==> config.mk <==
export PLATFORM = sky130hd
export DESIGN_NAME = camera_block_jpeg_deframer_flat
export DESIGN_NICKNAME = d
export VERILOG_FILES = /design/src/cbjd_pkg.sv /design/src/cbjd_ifs.sv /design/src/cbjd_front.sv /design/src/cbjd_queue.sv /design/src/cbjd_back.sv /design/src/camera_block_jpeg_deframer.sv /design/src/flat_wrapper.sv
export SDC_FILE = /design/constraint.sdc
export NUM_CORES = 1
export LEC_CHECK = 0
export ABC_AREA = 1
export BUFFER_PORTS_ARGS = -buffer_cell sky130_fd_sc_hd__buf_2
export CAP_MARGIN = 20
export CORE_MARGIN = 2
export CORE_UTILIZATION = 60
export DETAILED_ROUTE_END_ITERATION = 7
export PLACE_DENSITY = 0.85
export SETUP_SLACK_MARGIN = 0.15
export SYNTH_ARGS = -nofsm -noshare
export SYNTH_HDL_FRONTEND = slang
export SYNTH_HIERARCHICAL = 1
export SYNTH_SLANG_ARGS = --single-unit
export TNS_END_PERCENT = 100
==> constraint.sdc <==
create_clock -name clock -period 4.15 [get_ports clock]
set_input_delay 1.0375 -clock clock [delete_from_list [all_inputs] [get_ports clock]]
set_output_delay 1.0375 -clock clock [all_outputs]
set_load 0.05 [all_outputs]
==> src/cbjd_pkg.sv <==
// cbjd_pkg: constants, types and lookup tables shared by the camera block jpeg deframer
// no dependencies; every other file of the block but cbjd_ifs refers to it by scoped names
package cbjd_pkg;

   // stream geometry
   localparam int DATA_BYTES   = 500;
   localparam int HEADER_BYTES = 12;
   localparam int MAGIC_LEN    = 5;
   localparam int MAX_RESULTS  = 5;
   localparam int QUEUE_DEPTH  = 4;

   // derived widths
   localparam int BLK_W       = $clog2(DATA_BYTES + 1);
   localparam int HDR_W       = $clog2(HEADER_BYTES + 1);
   localparam int MATCH_W     = $clog2(MAGIC_LEN + 1);
   localparam int MAGIC_IDX_W = $clog2(MAGIC_LEN);
   localparam int CNT_W       = $clog2(MAX_RESULTS + 1);
   localparam int QPTR_W      = $clog2(QUEUE_DEPTH);
   localparam int QCNT_W      = $clog2(QUEUE_DEPTH + 1);

   // jpeg marker bytes
   localparam logic [7:0] MARKER_PREFIX = 8'hFF;
   localparam logic [7:0] SOI_CODE      = 8'hD8;
   localparam logic [7:0] EOI_CODE      = 8'hD9;

   // block header magic
   localparam logic [7:0] MAGIC [MAGIC_LEN] = '{8'hAA, 8'hBB, 8'h07, 8'hFB, 8'h01};

   // position within the current frame
   localparam logic [1:0] POS_START  = 2'd0;
   localparam logic [1:0] POS_SECOND = 2'd1;
   localparam logic [1:0] POS_BODY   = 2'd2;

   // parser modes
   typedef enum logic [2:0] {
      MODE_HUNT,
      MODE_HEADER,
      MODE_DATA,
      MODE_BOUNDARY,
      MODE_RUNON
   } mode_type;

   // one queue entry: every result caused by one input word
   // results are: FF when first, then magic prefix bytes, then data as the final one
   typedef struct packed {
      logic [CNT_W-1:0] cnt;
      logic             first;
      logic             eoi;
      logic [7:0]       data;
   } pkt_type;

   // queue status seen by both sides
   typedef struct packed {
      logic full;
      logic empty;
   } qstat_type;

endpackage

==> src/cbjd_ifs.sv <==
// channel interfaces of the camera block jpeg deframer: input, result and csr write
// no dependencies
interface cbjd_req_if;
   logic       valid;
   logic       ready;
   logic [7:0] stream_byte;

   modport source (output valid, output stream_byte, input ready);
   modport sink (input valid, input stream_byte, output ready);
endinterface

interface cbjd_rsp_if;
   logic       valid;
   logic       ready;
   logic [7:0] jpeg_byte;
   logic       frame_first;
   logic       frame_last;
   logic       run_last;

   modport source (output valid, output jpeg_byte, output frame_first,
                   output frame_last, output run_last, input ready);
   modport sink (input valid, input jpeg_byte, input frame_first,
                 input frame_last, input run_last, output ready);
endinterface

interface cbjd_csr_if;
   logic valid;
   logic ready;
   logic skip_first_frame;

   modport source (output valid, output skip_first_frame, input ready);
   modport sink (input valid, input skip_first_frame, output ready);
endinterface

==> src/cbjd_front.sv <==
// cbjd_front: parser for the camera byte stream; hunts headers, tracks frames and
// writes one queue entry per input word that yields results
// depends on cbjd_pkg and cbjd_ifs
module cbjd_front (
   input  logic                clock,
   input  logic                reset,
   cbjd_req_if.sink            req,
   cbjd_csr_if.sink            csr,
   input  cbjd_pkg::qstat_type qstat,
   output logic                push,
   output cbjd_pkg::pkt_type   pkt
);

   localparam cbjd_pkg::mode_type HDR_ENTRY_MODE =
      (cbjd_pkg::HEADER_BYTES <= cbjd_pkg::MAGIC_LEN) ? cbjd_pkg::MODE_DATA
                                                      : cbjd_pkg::MODE_HEADER;

   cbjd_pkg::mode_type                mode_ff, mode_in;
   logic [cbjd_pkg::MATCH_W-1:0]      match_ff, match_in;
   logic [cbjd_pkg::HDR_W-1:0]        hdr_ff, hdr_in;
   logic [cbjd_pkg::BLK_W-1:0]        blk_ff, blk_in;
   logic                              prev_ff, prev_in;
   logic [1:0]                        pos_ff, pos_in;
   logic                              emit_ff, emit_in;
   logic                              seen_ff, seen_in;
   logic                              skip_ff;

   logic                              fire;
   logic [7:0]                        b;
   logic                              eoi_w, soi_w;
   logic                              magic_hit;
   logic [cbjd_pkg::MATCH_W-1:0]      match_inc, hunt_match;
   logic                              hunt_done, bnd_done, bnd_eoi;
   logic                              data_end;
   logic [cbjd_pkg::BLK_W-1:0]        blk_inc;
   logic [cbjd_pkg::HDR_W-1:0]        hdr_inc;
   logic                              blk_full, hdr_full;
   logic                              push_w;

   // data step results for one byte of a frame
   logic                              ds_prev, ds_emit, ds_seen, ds_push, ds_first;
   logic                              ds_end, ds_eoi;
   logic [1:0]                        ds_pos;
   logic [cbjd_pkg::CNT_W-1:0]        ds_cnt;

   // handshakes
   assign req.ready = !qstat.full;
   assign csr.ready = 1'b1;
   assign fire      = req.valid && req.ready;
   assign b         = req.stream_byte;
   assign push      = fire && push_w;

   // byte classification
   assign eoi_w     = prev_ff && (b == cbjd_pkg::EOI_CODE);
   assign soi_w     = prev_ff && (b == cbjd_pkg::SOI_CODE);
   assign magic_hit = (match_ff < cbjd_pkg::MATCH_W'(cbjd_pkg::MAGIC_LEN)) &&
                      (b == cbjd_pkg::MAGIC[match_ff[cbjd_pkg::MAGIC_IDX_W-1:0]]);
   assign match_inc = match_ff + cbjd_pkg::MATCH_W'(1);
   assign hunt_match = magic_hit ? match_inc :
                       ((b == cbjd_pkg::MAGIC[0]) ? cbjd_pkg::MATCH_W'(1)
                                                   : cbjd_pkg::MATCH_W'(0));
   assign hunt_done = hunt_match == cbjd_pkg::MATCH_W'(cbjd_pkg::MAGIC_LEN);
   assign bnd_done  = magic_hit && (match_inc == cbjd_pkg::MATCH_W'(cbjd_pkg::MAGIC_LEN));
   // a failed boundary check can only close the frame when nothing of the magic matched
   assign bnd_eoi   = !magic_hit && (match_ff == '0) && eoi_w;
   assign data_end  = (pos_ff != cbjd_pkg::POS_START) && eoi_w;
   assign blk_inc   = blk_ff + cbjd_pkg::BLK_W'(1);
   assign hdr_inc   = hdr_ff + cbjd_pkg::HDR_W'(1);
   assign blk_full  = blk_inc >= cbjd_pkg::BLK_W'(cbjd_pkg::DATA_BYTES);
   assign hdr_full  = hdr_inc >= cbjd_pkg::HDR_W'(cbjd_pkg::HEADER_BYTES);

   // one frame byte: soi detection, skipping and eoi
   always_comb begin
      ds_prev  = prev_ff;
      ds_pos   = pos_ff;
      ds_emit  = emit_ff;
      ds_seen  = seen_ff;
      ds_push  = 1'b0;
      ds_cnt   = '0;
      ds_first = 1'b0;
      ds_end   = 1'b0;
      ds_eoi   = 1'b0;
      case (pos_ff)
         cbjd_pkg::POS_START: begin
            ds_prev = b == cbjd_pkg::MARKER_PREFIX;
            ds_pos  = cbjd_pkg::POS_SECOND;
         end
         cbjd_pkg::POS_SECOND: begin
            if (soi_w) begin
               ds_emit  = !(skip_ff && !seen_ff);
               ds_push  = !(skip_ff && !seen_ff);
               ds_cnt   = cbjd_pkg::CNT_W'(2);
               ds_first = 1'b1;
               ds_seen  = 1'b1;
               ds_pos   = cbjd_pkg::POS_BODY;
               ds_prev  = 1'b0;
            end else if (eoi_w) begin
               ds_end = 1'b1;
            end else begin
               ds_pos  = cbjd_pkg::POS_BODY;
               ds_prev = b == cbjd_pkg::MARKER_PREFIX;
            end
         end
         default: begin
            ds_push = emit_ff;
            ds_cnt  = cbjd_pkg::CNT_W'(1);
            ds_eoi  = eoi_w;
            if (eoi_w) begin
               ds_end = 1'b1;
            end else begin
               ds_prev = b == cbjd_pkg::MARKER_PREFIX;
            end
         end
      endcase
      if (ds_end) begin
         ds_prev = 1'b0;
         ds_pos  = cbjd_pkg::POS_START;
         ds_emit = 1'b0;
      end
   end

   // next parser mode
   always_comb begin
      case (mode_ff)
         cbjd_pkg::MODE_HEADER:
            mode_in = hdr_full ? cbjd_pkg::MODE_DATA : cbjd_pkg::MODE_HEADER;
         cbjd_pkg::MODE_DATA: begin
            if (data_end) begin
               mode_in = cbjd_pkg::MODE_HUNT;
            end else if (blk_full) begin
               mode_in = cbjd_pkg::MODE_BOUNDARY;
            end else begin
               mode_in = cbjd_pkg::MODE_DATA;
            end
         end
         cbjd_pkg::MODE_BOUNDARY: begin
            if (magic_hit) begin
               mode_in = bnd_done ? HDR_ENTRY_MODE : cbjd_pkg::MODE_BOUNDARY;
            end else begin
               mode_in = bnd_eoi ? cbjd_pkg::MODE_HUNT : cbjd_pkg::MODE_RUNON;
            end
         end
         cbjd_pkg::MODE_RUNON:
            mode_in = data_end ? cbjd_pkg::MODE_HUNT : cbjd_pkg::MODE_RUNON;
         default:
            mode_in = hunt_done ? HDR_ENTRY_MODE : cbjd_pkg::MODE_HUNT;
      endcase
   end

   // counters, frame flags and the queue entry
   always_comb begin
      match_in  = match_ff;
      hdr_in    = hdr_ff;
      blk_in    = blk_ff;
      prev_in   = prev_ff;
      pos_in    = pos_ff;
      emit_in   = emit_ff;
      seen_in   = seen_ff;
      push_w    = 1'b0;
      pkt.cnt   = '0;
      pkt.first = 1'b0;
      pkt.eoi   = 1'b0;
      pkt.data  = b;
      case (mode_ff)
         cbjd_pkg::MODE_HEADER: begin
            hdr_in = hdr_inc;
            if (hdr_full) begin
               blk_in = '0;
            end
         end
         cbjd_pkg::MODE_DATA, cbjd_pkg::MODE_RUNON: begin
            prev_in   = ds_prev;
            pos_in    = ds_pos;
            emit_in   = ds_emit;
            seen_in   = ds_seen;
            push_w    = ds_push;
            pkt.cnt   = ds_cnt;
            pkt.first = ds_first;
            pkt.eoi   = ds_eoi;
            if (ds_end) begin
               match_in = '0;
            end else if (mode_ff == cbjd_pkg::MODE_DATA) begin
               blk_in = blk_inc;
               if (blk_full) begin
                  match_in = '0;
               end
            end
         end
         cbjd_pkg::MODE_BOUNDARY: begin
            if (magic_hit) begin
               match_in = match_inc;
               if (bnd_done) begin
                  match_in = '0;
                  hdr_in   = cbjd_pkg::HDR_W'(cbjd_pkg::MAGIC_LEN);
                  blk_in   = '0;
                  prev_in  = 1'b0;
               end
            end else begin
               // held magic bytes and this byte all become frame data
               match_in = '0;
               push_w   = emit_ff;
               pkt.cnt  = cbjd_pkg::CNT_W'(match_ff) + cbjd_pkg::CNT_W'(1);
               pkt.eoi  = bnd_eoi;
               if (bnd_eoi) begin
                  prev_in = 1'b0;
                  pos_in  = cbjd_pkg::POS_START;
                  emit_in = 1'b0;
               end else begin
                  prev_in = b == cbjd_pkg::MARKER_PREFIX;
               end
            end
         end
         default: begin
            match_in = hunt_match;
            if (hunt_done) begin
               match_in = '0;
               pos_in   = cbjd_pkg::POS_START;
               emit_in  = 1'b0;
               hdr_in   = cbjd_pkg::HDR_W'(cbjd_pkg::MAGIC_LEN);
               blk_in   = '0;
               prev_in  = 1'b0;
            end
         end
      endcase
   end

   // state registers
   always_ff @(posedge clock) begin
      if (reset) begin
         mode_ff  <= cbjd_pkg::MODE_HUNT;
         match_ff <= '0;
         hdr_ff   <= '0;
         blk_ff   <= '0;
         prev_ff  <= 1'b0;
         pos_ff   <= cbjd_pkg::POS_START;
         emit_ff  <= 1'b0;
         seen_ff  <= 1'b0;
         skip_ff  <= 1'b1;
      end else begin
         if (csr.valid && csr.ready) begin
            skip_ff <= csr.skip_first_frame;
         end
         if (fire) begin
            mode_ff  <= mode_in;
            match_ff <= match_in;
            hdr_ff   <= hdr_in;
            blk_ff   <= blk_in;
            prev_ff  <= prev_in;
            pos_ff   <= pos_in;
            emit_ff  <= emit_in;
            seen_ff  <= seen_in;
         end
      end
   end

   // a block boundary is only reached well inside a frame
   assert property (@(posedge clock) disable iff (reset)
      mode_ff == cbjd_pkg::MODE_BOUNDARY |-> pos_ff == cbjd_pkg::POS_BODY)
      else $error("boundary check outside frame body");

   // the held magic prefix never reaches the full magic length
   assert property (@(posedge clock) disable iff (reset)
      match_ff < cbjd_pkg::MATCH_W'(cbjd_pkg::MAGIC_LEN))
      else $error("magic match count out of range");

   // a frame is only passed on once the first soi has been seen
   assert property (@(posedge clock) disable iff (reset)
      emit_ff |-> seen_ff)
      else $error("emitting before any soi");

endmodule

==> src/cbjd_queue.sv <==
// cbjd_queue: short fifo of result entries between parser and output sequencer
// depends on cbjd_pkg
module cbjd_queue (
   input  logic                clock,
   input  logic                reset,
   input  logic                push,
   input  cbjd_pkg::pkt_type   pkt_in,
   input  logic                pop,
   output cbjd_pkg::pkt_type   head,
   output cbjd_pkg::qstat_type qstat
);

   cbjd_pkg::pkt_type              entry_ff [cbjd_pkg::QUEUE_DEPTH];
   logic [cbjd_pkg::QPTR_W-1:0]    wr_ff, wr_in;
   logic [cbjd_pkg::QPTR_W-1:0]    rd_ff, rd_in;
   logic [cbjd_pkg::QCNT_W-1:0]    count_ff, count_in;

   assign qstat.full  = count_ff == cbjd_pkg::QCNT_W'(cbjd_pkg::QUEUE_DEPTH);
   assign qstat.empty = count_ff == '0;
   assign head        = entry_ff[rd_ff];

   // pointer and fill count
   always_comb begin
      wr_in    = push ? wr_ff + cbjd_pkg::QPTR_W'(1) : wr_ff;
      rd_in    = pop ? rd_ff + cbjd_pkg::QPTR_W'(1) : rd_ff;
      count_in = count_ff;
      if (push && !pop) begin
         count_in = count_ff + cbjd_pkg::QCNT_W'(1);
      end else if (pop && !push) begin
         count_in = count_ff - cbjd_pkg::QCNT_W'(1);
      end
   end

   always_ff @(posedge clock) begin
      if (reset) begin
         wr_ff    <= '0;
         rd_ff    <= '0;
         count_ff <= '0;
      end else begin
         wr_ff    <= wr_in;
         rd_ff    <= rd_in;
         count_ff <= count_in;
      end
   end

   // entry storage
   always_ff @(posedge clock) begin
      if (push) begin
         entry_ff[wr_ff] <= pkt_in;
      end
   end

endmodule

==> src/cbjd_back.sv <==
// cbjd_back: output sequencer; expands each queue entry into result words one per cycle while rsp is ready
// depends on cbjd_pkg and cbjd_ifs
module cbjd_back (
   input  logic                clock,
   input  logic                reset,
   input  cbjd_pkg::qstat_type qstat,
   input  cbjd_pkg::pkt_type   head,
   output logic                pop,
   cbjd_rsp_if.source          rsp
);

   cbjd_pkg::pkt_type             pkt_ff;
   logic                          busy_ff, busy_in;
   logic [cbjd_pkg::CNT_W-1:0]    idx_ff, idx_in;
   logic                          last_w, fire_w, first_w;
   logic [cbjd_pkg::CNT_W-1:0]    last_idx;

   assign last_idx = pkt_ff.cnt - cbjd_pkg::CNT_W'(1);
   assign last_w   = idx_ff == last_idx;
   assign fire_w   = rsp.valid && rsp.ready;
   assign pop      = !qstat.empty && (!busy_ff || (fire_w && last_w));
   assign first_w  = pkt_ff.first && (idx_ff == '0);

   // result word
   assign rsp.valid       = busy_ff;
   assign rsp.frame_first = first_w;
   assign rsp.frame_last  = pkt_ff.eoi && last_w;
   assign rsp.run_last    = last_w;
   assign rsp.jpeg_byte   = first_w ? cbjd_pkg::MARKER_PREFIX :
                            (idx_ff < last_idx) ?
                               cbjd_pkg::MAGIC[idx_ff[cbjd_pkg::MAGIC_IDX_W-1:0]] :
                               pkt_ff.data;

   // word index within the entry
   always_comb begin
      busy_in = busy_ff;
      idx_in  = idx_ff;
      if (pop) begin
         busy_in = 1'b1;
         idx_in  = '0;
      end else if (fire_w) begin
         if (last_w) begin
            busy_in = 1'b0;
         end else begin
            idx_in = idx_ff + cbjd_pkg::CNT_W'(1);
         end
      end
   end

   always_ff @(posedge clock) begin
      if (reset) begin
         busy_ff <= 1'b0;
         idx_ff  <= '0;
      end else begin
         busy_ff <= busy_in;
         idx_ff  <= idx_in;
      end
   end

   // entry holding register
   always_ff @(posedge clock) begin
      if (pop) begin
         pkt_ff <= head;
      end
   end

   // a loaded entry always carries one to five words
   assert property (@(posedge clock) disable iff (reset)
      busy_ff |-> (pkt_ff.cnt != '0) &&
                  (pkt_ff.cnt <= cbjd_pkg::CNT_W'(cbjd_pkg::MAX_RESULTS)))
      else $error("bad result count in entry");

   // a frame opening entry is exactly the two soi words
   assert property (@(posedge clock) disable iff (reset)
      (busy_ff && pkt_ff.first) |-> pkt_ff.cnt == cbjd_pkg::CNT_W'(2))
      else $error("soi entry with wrong length");

   // a taken word that is not the last moves on to the next word of the same entry
   assert property (@(posedge clock) disable iff (reset)
      (fire_w && !last_w) |=> busy_ff && (idx_ff == $past(idx_ff) + cbjd_pkg::CNT_W'(1)))
      else $error("entry sequencing lost a word");

endmodule

==> src/camera_block_jpeg_deframer.sv <==
// camera_block_jpeg_deframer: top level; parser, entry queue and output sequencer
// depends on cbjd_pkg, cbjd_ifs, cbjd_front, cbjd_queue and cbjd_back
//
//   channel | dir | payload                                        | word
//   req     | in  | stream_byte[7:0]                               | one raw camera byte
//   rsp     | out | jpeg_byte[7:0], frame_first, frame_last, run_last | one frame byte
//   csr     | in  | skip_first_frame                               | register write
//
// one input word per cycle while the queue is not full; each yields zero to five result words,
// sent one per cycle by the output sequencer while rsp is ready
// a taken word passes the queue, then the output register, before its first result is offered
// req stalls only while the four-entry queue is full, i.e. after bursts of multi-word results or rsp stalls
// csr is always ready; rsp stalls hold the current word and fill the queue
// reset is synchronous: parser to hunting, queue and output emptied, skip_first_frame to 1
module camera_block_jpeg_deframer (
   input  logic       clock,
   input  logic       reset,
   cbjd_req_if.sink   req,
   cbjd_rsp_if.source rsp,
   cbjd_csr_if.sink   csr
);

   logic                push;
   logic                pop;
   cbjd_pkg::pkt_type   pkt;
   cbjd_pkg::pkt_type   head;
   cbjd_pkg::qstat_type qstat;

   // parser
   cbjd_front u_front (
      .clock (clock),
      .reset (reset),
      .req   (req),
      .csr   (csr),
      .qstat (qstat),
      .push  (push),
      .pkt   (pkt)
   );

   // entry queue
   cbjd_queue u_queue (
      .clock  (clock),
      .reset  (reset),
      .push   (push),
      .pkt_in (pkt),
      .pop    (pop),
      .head   (head),
      .qstat  (qstat)
   );

   // output sequencer
   cbjd_back u_back (
      .clock (clock),
      .reset (reset),
      .qstat (qstat),
      .head  (head),
      .pop   (pop),
      .rsp   (rsp)
   );

endmodule
==> src/flat_wrapper.sv <==
// flat-port wrapper written by rule: the top's interface ports become plain ports
module camera_block_jpeg_deframer_flat 
  (clock, reset, req_valid, req_stream_byte, req_ready, rsp_valid, rsp_jpeg_byte, rsp_frame_first, rsp_frame_last, rsp_run_last, rsp_ready, csr_valid, csr_skip_first_frame, csr_ready);
  cbjd_req_if req_i ();
  cbjd_rsp_if rsp_i ();
  cbjd_csr_if csr_i ();
  input  logic clock;
  input  logic reset;
  input wire logic [$bits(req_i.valid)-1:0] req_valid;
  input wire logic [$bits(req_i.stream_byte)-1:0] req_stream_byte;
  output wire logic [$bits(req_i.ready)-1:0] req_ready;
  output wire logic [$bits(rsp_i.valid)-1:0] rsp_valid;
  output wire logic [$bits(rsp_i.jpeg_byte)-1:0] rsp_jpeg_byte;
  output wire logic [$bits(rsp_i.frame_first)-1:0] rsp_frame_first;
  output wire logic [$bits(rsp_i.frame_last)-1:0] rsp_frame_last;
  output wire logic [$bits(rsp_i.run_last)-1:0] rsp_run_last;
  input wire logic [$bits(rsp_i.ready)-1:0] rsp_ready;
  input wire logic [$bits(csr_i.valid)-1:0] csr_valid;
  input wire logic [$bits(csr_i.skip_first_frame)-1:0] csr_skip_first_frame;
  output wire logic [$bits(csr_i.ready)-1:0] csr_ready;
  assign req_i.valid = req_valid;
  assign req_i.stream_byte = req_stream_byte;
  assign req_ready = req_i.ready;
  assign rsp_valid = rsp_i.valid;
  assign rsp_jpeg_byte = rsp_i.jpeg_byte;
  assign rsp_frame_first = rsp_i.frame_first;
  assign rsp_frame_last = rsp_i.frame_last;
  assign rsp_run_last = rsp_i.run_last;
  assign rsp_i.ready = rsp_ready;
  assign csr_i.valid = csr_valid;
  assign csr_i.skip_first_frame = csr_skip_first_frame;
  assign csr_ready = csr_i.ready;
  camera_block_jpeg_deframer u_core (.clock(clock), .reset(reset), .req(req_i), .rsp(rsp_i), .csr(csr_i));
endmodule
* Word-level counts from Yosys, hierarchy flattened
Memory sizes are Yosys's and may differ from the RTL's. A register that Yosys moved wholly into a read port is not among the register bits.
Index checks and enable logic that the tools add are counted.
** Word-level totals
- Output and inout port bits :: 14
- Bits in writable memories :: 52
- Latch bits :: 0
- Memories :: 3
- Bits of input ports :: 14
- Memory bits (read-only) :: 128
- Bits in registers :: 36
** Operators by class
- Multiplexer cells :: 82
- Equal/unequal tests :: 28
- Div/mod/pow operators :: 0
- Shift operators :: 0
- Bitwise logic cells :: 5
- Multipliers :: 0
- Order comparisons :: 6
- Reductions and logical operators :: 49
- $add $sub $neg :: 9
** Memory list
- (name not given) :: depth 8, width 8, read ports 1, clocked after memory_dff 0, write ports 0, RTL line cbjd_front.sv:57 : (b == cbjd_pkg::MAGIC[match_ff[cbjd_pkg::MAGIC_IDX_W-1:0]]);
- (name not given) :: depth 8, width 8, read ports 1, clocked after memory_dff 0, write ports 0, RTL line cbjd_back.sv:31 : cbjd_pkg::MAGIC[idx_ff[cbjd_pkg::MAGIC_IDX_W-1:0]] :
- u_core.u_queue.entry_ff :: depth 4, width 13, read ports 1, clocked after memory_dff 1, write ports 1, RTL line cbjd_queue.sv:13 : cbjd_pkg::pkt_type entry_ff [cbjd_pkg::QUEUE_DEPTH];
** Operators by type and width (number)
- two-way mux 9 bit :: 6
- two-way mux 8 bit :: 6
- two-way mux 3 bit :: 13
- == test 8 bit, second input constant :: 4
- two-way mux 1 bit :: 29
- one-hot mux 9 bit (3 select lines) :: 1
- AND reduction 7 bit :: 3
- two-way mux 2 bit :: 10
- logical AND 1 bit :: 17
- != test 2 bit, second input constant :: 7
- == test 3 bit, second input constant :: 4
- >= comparator 4 bit, second input constant :: 3
- two-way mux 4 bit :: 3
- != test 3 bit, second input constant :: 4
- one-hot mux 3 bit (4 select lines) :: 1
- one-hot mux 4 bit (3 select lines) :: 1
- AND reduction 4 bit :: 3
- one-hot mux 1 bit (2 select lines) :: 5
- adder 3 x 1 -> 3 bit, second input constant :: 3
- adder 9 x 1 -> 9 bit, second input constant :: 1
- >= comparator 9 bit, second input constant :: 1
- zero test 3 bit :: 3
- one-hot mux 3 bit (3 select lines) :: 1
- == test 8 bit :: 1
- other kinds (27) :: 49

* Logic depth before layout (Yosys ltp)
Gate-level depths: netlist of the first run.
- Depth after elaboration :: 13
- Depth in mapped cells :: 23

* Cells and area by module
The synthesis of the first run kept the hierarchy.
** By module, submodules not included
- cbjd_queue :: cells each 184, times used 1, area each 2421.1 sq um, sequential area each 1741.7 sq um
- cbjd_front :: cells each 376, times used 1, area each 2188.3 sq um, sequential area each 500.5 sq um
- cbjd_back :: cells each 96, times used 1, area each 895.9 sq um, sequential area each 470.5 sq um

* Worst setup path after synthesis of the first run
No wires, ideal clock.
- Path kind :: input port to flip-flop
- Start :: input req_stream_byte[4]
- End :: register u_core/u_queue/count_ff[2] (netlist bit)
- Buffers on the path :: 0
- Cell stages on the path :: 15
- Slack :: 0.884 ns
- Data arrival time :: 3.156 ns
- Cells stage by stage :: inv_1 nor3_2 nand4_1 nor2_1 nand2_1 o21ai_0 ha_1 inv_1 fa_1 inv_1 nand2_1 nand3_1 nand2_1 inv_1 nor2_1
** On the way
- Cells in the longest elaborated chain, start to end :: 9
- Elaborated cells between the ends (all ways) :: 14
- Classes of those cells :: eq/ne (2); mux (5); reduce/logical (7)
** Ends and longest elaborated chain
- start: declaration :: RTL line flat_wrapper.sv:10 : input wire logic [$bits(req_i.stream_byte)-1:0] req_stream_byte;
- == test 8 bit :: RTL line cbjd_front.sv:55 : assign soi_w = prev_ff && (b == cbjd_pkg::SOI_CODE);
- logical AND 1 bit :: RTL line cbjd_front.sv:55
- two-way mux 1 bit :: RTL line cbjd_front.sv:89 : if (soi_w) begin
- one-hot mux 1 bit (2 select lines) :: RTL line cbjd_front.sv:83 : case (pos_ff)
- one-hot mux 1 bit (2 select lines) * :: RTL line cbjd_front.sv:164 : case (mode_ff)
- logical AND 1 bit * :: RTL line cbjd_front.sv:51 : assign push = fire && push_w;
- net u_core.push :: RTL line camera_block_jpeg_deframer.sv:23 : logic push;
- zero test 1 bit :: RTL line cbjd_queue.sv:29 : end else if (pop && !push) begin
- logical AND 1 bit :: RTL line cbjd_queue.sv:29
- nonzero test 2 bit (no source line)
- end signal: assignment :: RTL line cbjd_queue.sv:42 : count_ff <= count_in;
- end: declaration :: RTL line cbjd_queue.sv:16 : logic [cbjd_pkg::QCNT_W-1:0] count_ff, count_in;
The timed path passes the listed nets; every way through them passes the cells marked *.
A chain may end at the register's enable or synchronous reset.

* Worst setup path in the final report of the first run
- Start :: register u_core/u_front/match_ff[0] (netlist bit)
- End :: register u_core/u_queue/count_ff[2] (netlist bit)
** On the way
- Cells in the longest elaborated chain, start to end :: 12
- Elaborated cells between the ends (all ways) :: 15
- Classes of those cells :: order compare (1); eq/ne (1); mux (5); bitwise (1); reduce/logical (6); memory (1)
** Ends and longest elaborated chain
- start: declaration :: RTL line cbjd_front.sv:19 : logic [cbjd_pkg::MATCH_W-1:0] match_ff, match_in;
- start signal: assignment :: RTL line cbjd_front.sv:245 : match_ff <= match_in;
- inverter 3 -> 4 bit (not written as such) :: RTL line cbjd_front.sv:57
- memory read (8 x 8 bit)
- two-way mux 8 bit (not written as such) (2 in a row) :: RTL line cbjd_front.sv:57
- == test 8 bit :: RTL line cbjd_front.sv:57
- logical AND 1 bit * :: RTL line cbjd_front.sv:56 : assign magic_hit = (match_ff < cbjd_pkg::MATCH_W'(cbjd_pkg::MAGIC_LEN)) &&
- two-way mux 1 bit * :: RTL line cbjd_front.sv:190 : if (magic_hit) begin
- one-hot mux 1 bit (2 select lines) * :: RTL line cbjd_front.sv:164
- logical AND 1 bit * :: RTL line cbjd_front.sv:51
- net u_core.push :: RTL line camera_block_jpeg_deframer.sv:23
- zero test 1 bit :: RTL line cbjd_queue.sv:29
- logical AND 1 bit :: RTL line cbjd_queue.sv:29
- nonzero test 2 bit (no source line)
The timed path passes the listed nets; every way through them passes the cells marked *. The select of a mux whose other input is x is not followed.

==> results of run 1 <==
## worst paths after layout
check	startpoint	endpoint	slack (ns)	cells after the start
worst min register to register	u_core/u_front/seen_ff$_SDFFE_PP0P_	u_core/u_front/seen_ff$_SDFFE_PP0P_	0.47	2
worst min-delay path	u_core/u_front/seen_ff$_SDFFE_PP0P_	u_core/u_front/seen_ff$_SDFFE_PP0P_	0.47	2
worst max-delay path	u_core/u_front/match_ff[0]$_SDFFE_PP0P_	u_core/u_queue/count_ff[2]$_SDFFE_PP0P_	0.73	23
worst max register to register	u_core/u_front/match_ff[0]$_SDFFE_PP0P_	u_core/u_queue/count_ff[2]$_SDFFE_PP0P_	0.73	23
## tightest hold or removal path, stage by stage (launching register included)
cell and delay (ns):
dfxtp_1 0.32, inv_1 0.05, a21oi_1 0.06
## layout by cell type, fill, tap and decap left out, types with 4 or more instances in the layout
cell type	n
ha_1	22
o21ai_0	31
clkbuf_8	9
clkinv_4	4
nand2_2	4
dfxtp_1	38
buf_2	26
o21ai_1	8
nor2_2	7
nand2_1	155
o22ai_1	15
inv_1	80
nand3_1	58
xnor2_1	4
nor2_1	84
a21oi_1	21
edfxtp_1	65
xor2_1	4
nor3_1	4
nand4_1	9
## cells in the mapped netlist (all sizes together), types with 2 or more instances
| master | instances | area, sq um |
|---|---|---|
| inv | 83 | 319 |
| nor4 | 3 | 18.8 |
| nand3b | 3 | 22.5 |
| nor2 | 93 | 382 |
| xnor2 | 4 | 35.0 |
| buf | 20 | 184 |
| ha | 22 | 275 |
| nand2 | 159 | 607 |
| nor3 | 5 | 30.0 |
| xor2 | 4 | 35.0 |
| or2 | 2 | 12.5 |
| dfxtp | 38 | 761 |
| a21oi | 22 | 114 |
| edfxtp | 65 | 1950 |
| nand3 | 60 | 310 |
| o22ai | 15 | 93.8 |
| o21ai | 41 | 220 |
| clkbuf | 2 | 17.5 |
| nand4 | 10 | 68.8 |
## report_power, final
group / total, mW / switching [mW] / internal, mW
combinational: 1.26 / 0.919 / 0.340
sequential: 1.37 / 0.118 / 1.25
clock: 0.570 / 0.346 / 0.224
total: 3.20 / 1.38 / 1.81
## through the flow
stage / area [sq um] / hold WS, ns / setup slack, ns
after floorplan: 5510 / 0.412 / 0.884
after global placement: 5580 / 0.428 / 0.695
after CTS: 5770 / 0.467 / 0.788
final: 5770 / 0.465 / 0.729
after global routing: 5770 / 0.495 / 0.460
after detailed placement: 5580 / 0.453 / 0.407
## flip-flops by register name (all words and copies together) (netlist names), 3 cells and up, named ones only
register,count
u_core/u_back/pkt_ff,13
u_core/u_front/mode_ff,3
u_core/u_front/match_ff,3
u_core/u_queue/entry_ff,52
u_core/u_queue/count_ff,3
u_core/u_front/blk_ff,9
u_core/u_front/hdr_ff,4
u_core/u_back/idx_ff,3
## cell type report
type	count	area (sq um)	area share, %
clock buffer	9	124	2.15
inverter	83	319	5.53
multi-input combinational	448	2270	39.4
tap	108	135	2.34
sequential	103	2710	47.0
timing repair buffer	28	145	2.52
clock inverter	7	57.6	0.998
## cells by family (layout without fill, tap and decap cells)
family                   count (synthesis)  after routing  synth area share (%)
AO/OA/AOI/OAI                           80             80                  8.05
XOR/XNOR                                 8              8                  1.27
adder cells (fa/ha/maj)                 23             23                  5.36
buffers and inverters                  105            127                  9.45
flip-flops                             103            103                  49.3
other                                    1              1                0.0681
AND/OR/NAND/NOR                        336            336                  26.5
## layer usage
| metal | track usage (%) | routed length, um | up-vias |
|---|---|---|---|
| met4 | 7.80 | 57 | 0 |
| li1 | - | - | 2187 |
| met1 | 27.5 | 4580 | 2012 |
| met2 | 41.1 | 5670 | 129 |
| met3 | 2.86 | 545 | 6 |
| met5 | 0 | 0 | - |
==> key figures, run 1 <==
Worst setup path
  – Type of the worst setup path: reg -> reg
  – WP data arrival: 3.70 ns
  – Required time worst endpoint: between 4 and 5 ns
  – Delay-heaviest family, CP: simple AND/OR/NAND/NOR gates
  – Startpoint Class: flop
  – CP max stage cell: dfxtp_1
  – Largest stage delay, worst path: just over 0.5 ns
  – Crit-path cells: inv_1 > ha_1 > nor2_1 > nand2_1 > nand2_1 > inv_1 > nand2_1 > nor2_2 > nand2_2 > nand2_1 > nand2_1 > nand3_1 > o21ai_0 > buf_4 > ha_1 > inv_1 > fa_1 > inv_1 > nand2_1 > nand3_1 > nand2_1 > inv_1 > nor2_1
  – Crit-path most repeated cell: nand2_1
  – Crit. End Element: flop
  – Worst path bufs/invs: 6
  – Worst Path Max Fanout: 8

Power and ir drop
  – PwrDens: approximately 550 nW/um^2
  – Peak supply drop: 347 uV
  – Overall power consumption: approximately 3.2 mW
  – Leak: approximately 2.5 nW

Layout
  – Final core utilization: between 60% and 70%
  – Final non-filler cell total: 786
  – Fillers: about 720
  – # nets final: 710
  – P&R area growth vs syn: 4.73%
  – # diodes: 0
  – Layout cells sized above 1: between 10 and 15%

Global routing
  – Initial antenna violation count: 0
  – Largest net degree at the start of global routing: 28
  – First-pass GRT wire length: approximately 18,000 um
  – Vias in the first global route: a little over 4,000
  – Total track usage: 22.5%
  – Grt total ovfl: 0

Clock tree
  – Root Buffer: clkbuf_8
  – # hold bufs at CTS: 0
  – TritonCTS buffer count: 9
  – Clock transition at path regs: approximately 0.10 ns
  – Resized cells post-CTS: 0
  – CTS Sinks: 103
  – CTS tree: done
  – Post-CTS setup buffers: 0
  – Worst-skew pair later-pin latency: roughly 0.37 ns
  – H-Tree Depth: 3
  – Clock buffer depth: 2

Outcome
  – Outcome: finished clean

Synth
  – Post-synth EDFFs: 65
  – #FFs+latches synth: 103
  – Synth Area per Inst: about 8.4 sq um
  – Ys Warns: 6
  – Synth async-reset ratio: 0%
  – Gate count after technology mapping: roughly 660
  – Cell variety after synth: 41
  – Sequential share of the synthesized area: about half
  – Post-synthesis net count: ~690
  – Syn Std Cell Area: about 5500 sq um
  – Top FF cell, synth: edfxtp_1

STA
  – Post-Route Setup TNS: 0 ns
  – Fin crit share: about 82%
  – RSZ-0062 raised after global routing: false
  – Skew final: ~0.012 ns
  – Worst-margin pin slew: 0.983 ns
  – Fmax: 292 MHz
  – Fin. Hold Viols: 0
  – Final setup fails: 0
  – Max Slew Vio Count: 0
  – Period minus WS final: around 3.4 ns
  – Relative slew margins: ~34%

Drt
  – Detailed Route WL: roughly 11,000 um
  – Drt pass-1 iters: 5
  – Vias per cell: between 5 and 6
  – Initial detailed-routing violation count: 200
  – DR vias: roughly 4,300
  – Drc violations: 0
  – ANT nets after route: 0
  – Routed WL per cell: roughly 14 um

Job
  – Max-cap viol count: 0

Floorplanning
  – Rows: 34
  – Die footprint: ~10000 sq um
  – Die X: ~100 um
  – Io pins: 28
  – Initial Utilization: 62.5%
  – Core ar.: 8810 sq um
  – Die Height: around 100 um

Min path
  – HP Class: reg -> reg

Placement
  – Placed cells: just under 800
  – Placer Congestion: 0.889
  – Final HPWL from detailed placement: 7870 um
  – Input/output buffers: 26
(Power assumes the default switching activity.)
==> run 2: changes to the inputs <==
==> constraint.sdc (replaced) <==
create_clock -name clock -period 3.44 [get_ports clock]
set_input_delay 0.86 -clock clock [delete_from_list [all_inputs] [get_ports clock]]
set_output_delay 0.86 -clock clock [all_outputs]
set_load 0.05 [all_outputs]
==> key figures, run 2 (synthesis gave the netlist of run 1 again) <==
Global routing
  – Total track usage: roughly 23%
  – First-pass GRT wire length: about 18,000 um
  – Vias in the first global route: 4,047
  – Grt total ovfl: 0
  – Initial antenna violation count: 0
  – Largest net degree at the start of global routing: 27

Worst setup path
  – Crit. End Element: primary output
  – Crit-path cells: inv_1 > ha_1 > xnor2_1 > ha_1 > nand3b_1 > nand2_2 > nand2_1 > nand3_1 > clkbuf_4
  – Stages on the worst setup path: 9
  – Worst r2r src: u_core/u_front/match_ff[0]$_SDFFE_PP0P_
  – Required time worst endpoint: about 2.6 ns
  – Startpoint Class: flop
  – Delay-heaviest family, CP: simple AND/OR/NAND/NOR gates
  – WP data arrival: around 2.3 ns
  – CP max stage cell: ha_1
  – Crit-path most repeated cell: ha_1
  – Largest stage delay, worst path: approximately 0.37 ns
  – Worst Path Max Fanout: 8
  – Critical path origin: u_core/u_back/pkt_ff[10]$_DFFE_PP_
  – Worst Reg-to-Reg Cells: 22
  – Worst path bufs/invs: 2
  – Type of the worst setup path: reg -> out

Clock tree
  – CTS Sinks: between 100 and 150
  – Clock buffer depth: 2
  – Root Buffer: clkbuf_8
  – Clock transition at path regs: about 0.10 ns
  – H-Tree Depth: 3
  – CTS tree: done
  – Worst-skew pair later-pin latency: around 0.37 ns
  – TritonCTS buffer count: 9
  – # hold bufs at CTS: 0

Drt
  – Highest metal used: met4
  – DR vias: approximately 4,400
  – Metal2 WL: ~5700 um
  – ANT nets after route: 0
  – Routed WL per cell: 13.8 um
  – Drc violations: 0
  – Detailed Route WL: ~11,000 um
  – Initial detailed-routing violation count: between 200 and 250
  – Drt pass-1 iters: 5
  – Met1 WL: between 4000 and 5000 um
  – Met3 wire length: 451 um
  – Vias per cell: approximately 5.5

STA
  – Period minus WS final: 3.20 ns
  – Minimum hold slack: 0.461 ns
  – Max Slew Vio Count: 0
  – Skew final: between 0.01 and 0.015 ns
  – Post-Route Setup TNS: 0 ns
  – Fin. Hold Viols: 0
  – RSZ-0062 raised after global routing: false
  – Final setup fails: 0
  – Relative slew margins: 42.6%
  – Fmax: 313 MHz
  – Fin crit share: 92.9%
  – Worst-margin pin slew: approximately 0.86 ns

Power and ir drop
  – Overall power consumption: between 3 and 4 mW
  – Leak: around 2.6 nW
  – Net Sw Frac: 43.1%
  – PwrDens: slightly below 700 nW/um^2
  – Comb power frac: 40.2%
  – NetSw: around 1.7 mW
  – Internal cell power: between 2 and 2.5 mW
  – Seq pwr share: around 41%
  – Peak supply drop: between 400 and 500 uV
  – Clock power share: a little under a fifth

Layout
  – # nets final: just over 700
  – # diodes: 0
  – Max reg flops: between 50 and 60
  – Final non-filler cell total: 800
  – Top reg by flops: u_core/u_queue/entry_ff
  – Layout cells sized above 1: 12.4%
  – Most common cell after layout, fill and taps aside: nand2_1
  – Top flop regs: u_core/u_queue/entry_ff x52, u_core/u_back/pkt_ff x13, u_core/u_front/blk_ff x9
  – P&R area growth vs syn: 7.25%
  – Most frequent cells in the layout: 155 x nand2_1, 83 x nor2_1, 80 x inv_1

Placement
  – Input/output buffers: 26
  – Final HPWL from detailed placement: slightly above 8000 um
  – Placed cells: just under 800
  – Placer Congestion: between 0.9 and 1

Min path
  – HP Class: reg -> reg
  – HP Start: u_core/u_front/seen_ff$_SDFFE_PP0P_
  – Hold path depth: 2

Outcome
  – Outcome: finished clean

Job
  – Max-cap viol count: 0

Floorplanning
  – Die footprint: roughly 10000 sq um
  – Die X: between 90 and 100 um
  – Io pins: 28
  – Die Height: around 100 um
  – Initial Utilization: between 60 and 70%
  – Core ar.: roughly 8800 sq um
  – Rows: 34
-- run 2: worst register-to-register path: stages (launching register included) --
cell and delay [ns]:
dfxtp_2 0.42, inv_1 0.08, ha_1 0.22, nor2_2 0.17, nand2_1 0.08, nand2_1 0.11, inv_1 0.05, nand2_1 0.06
nor2_2 0.04, nand2_2 0.11, nand2_1 0.15, nand2_1 0.10, nand3_1 0.06, o21ai_0 0.14, ha_1 0.23, inv_1 0.07
fa_1 0.39, inv_1 0.07, nand2_1 0.07, nand3_1 0.09, nand2_1 0.05, inv_1 0.05, nor2_1 0.04
-- run 2: path summary, 6_finish.rpt --
path | to | slack (ns)
worst max-delay path | rsp_jpeg_byte[2] | 0.24
worst min register to register | u_core/u_front/seen_ff$_SDFFE_PP0P_ | 0.46
worst min-delay path | u_core/u_front/seen_ff$_SDFFE_PP0P_ | 0.46
worst max register to register | u_core/u_queue/count_ff[2]$_SDFFE_PP0P_ | 0.50
-- run 2: power by group through the flow --
stage                     Clock (mW)  Sequential [mW]  Combinational (mW)
after CTS                      0.744             1.64                1.55
final                          0.731             1.64                1.60
after floorplan                    0             1.62                1.30
after global routing           0.794             1.66                1.75
after detailed placement           0             1.67                1.54
after global placement             0             1.66                1.48
-- run 2: metal layers --
metal,vias to the layer above,global-route usage [%]
met5,-,0
met4,0,7.69
met3,14,4.11
met2,108,41.0
met1,2050,27.9
li1,2214,-
-- run 2: layout make-up --
class	count	area (sq um)
Tap cell	108	135
Multi-Input combinational cell	448	2280
Clock buffer	9	124
Inverter	83	319
Timing Repair Buffer	42	258
Clock inverter	7	72.6
Sequential cell	103	2710
Fill cell	701	2900
-- run 2: stage by stage --
step / worst slack (ns) / utilization, % / instance area [sq um]
3_3_place_gp: 0.339 / 64.4 / 5670
2_1_floorplan: 0.351 / - / 5510
4_1_cts: 0.237 / 66.7 / 5870
5_1_grt: 0.132 / 67.1 / 5900
6_report: 0.244 / 67.1 / 5900
3_5_place_dp: 0.219 / 64.4 / 5670
-- run 2: repair_timing --
action,4_1_cts,5_1_grt
buffers inserted,0,2
endpoints found under the setup margin,0,7
gates resized for setup,0,6
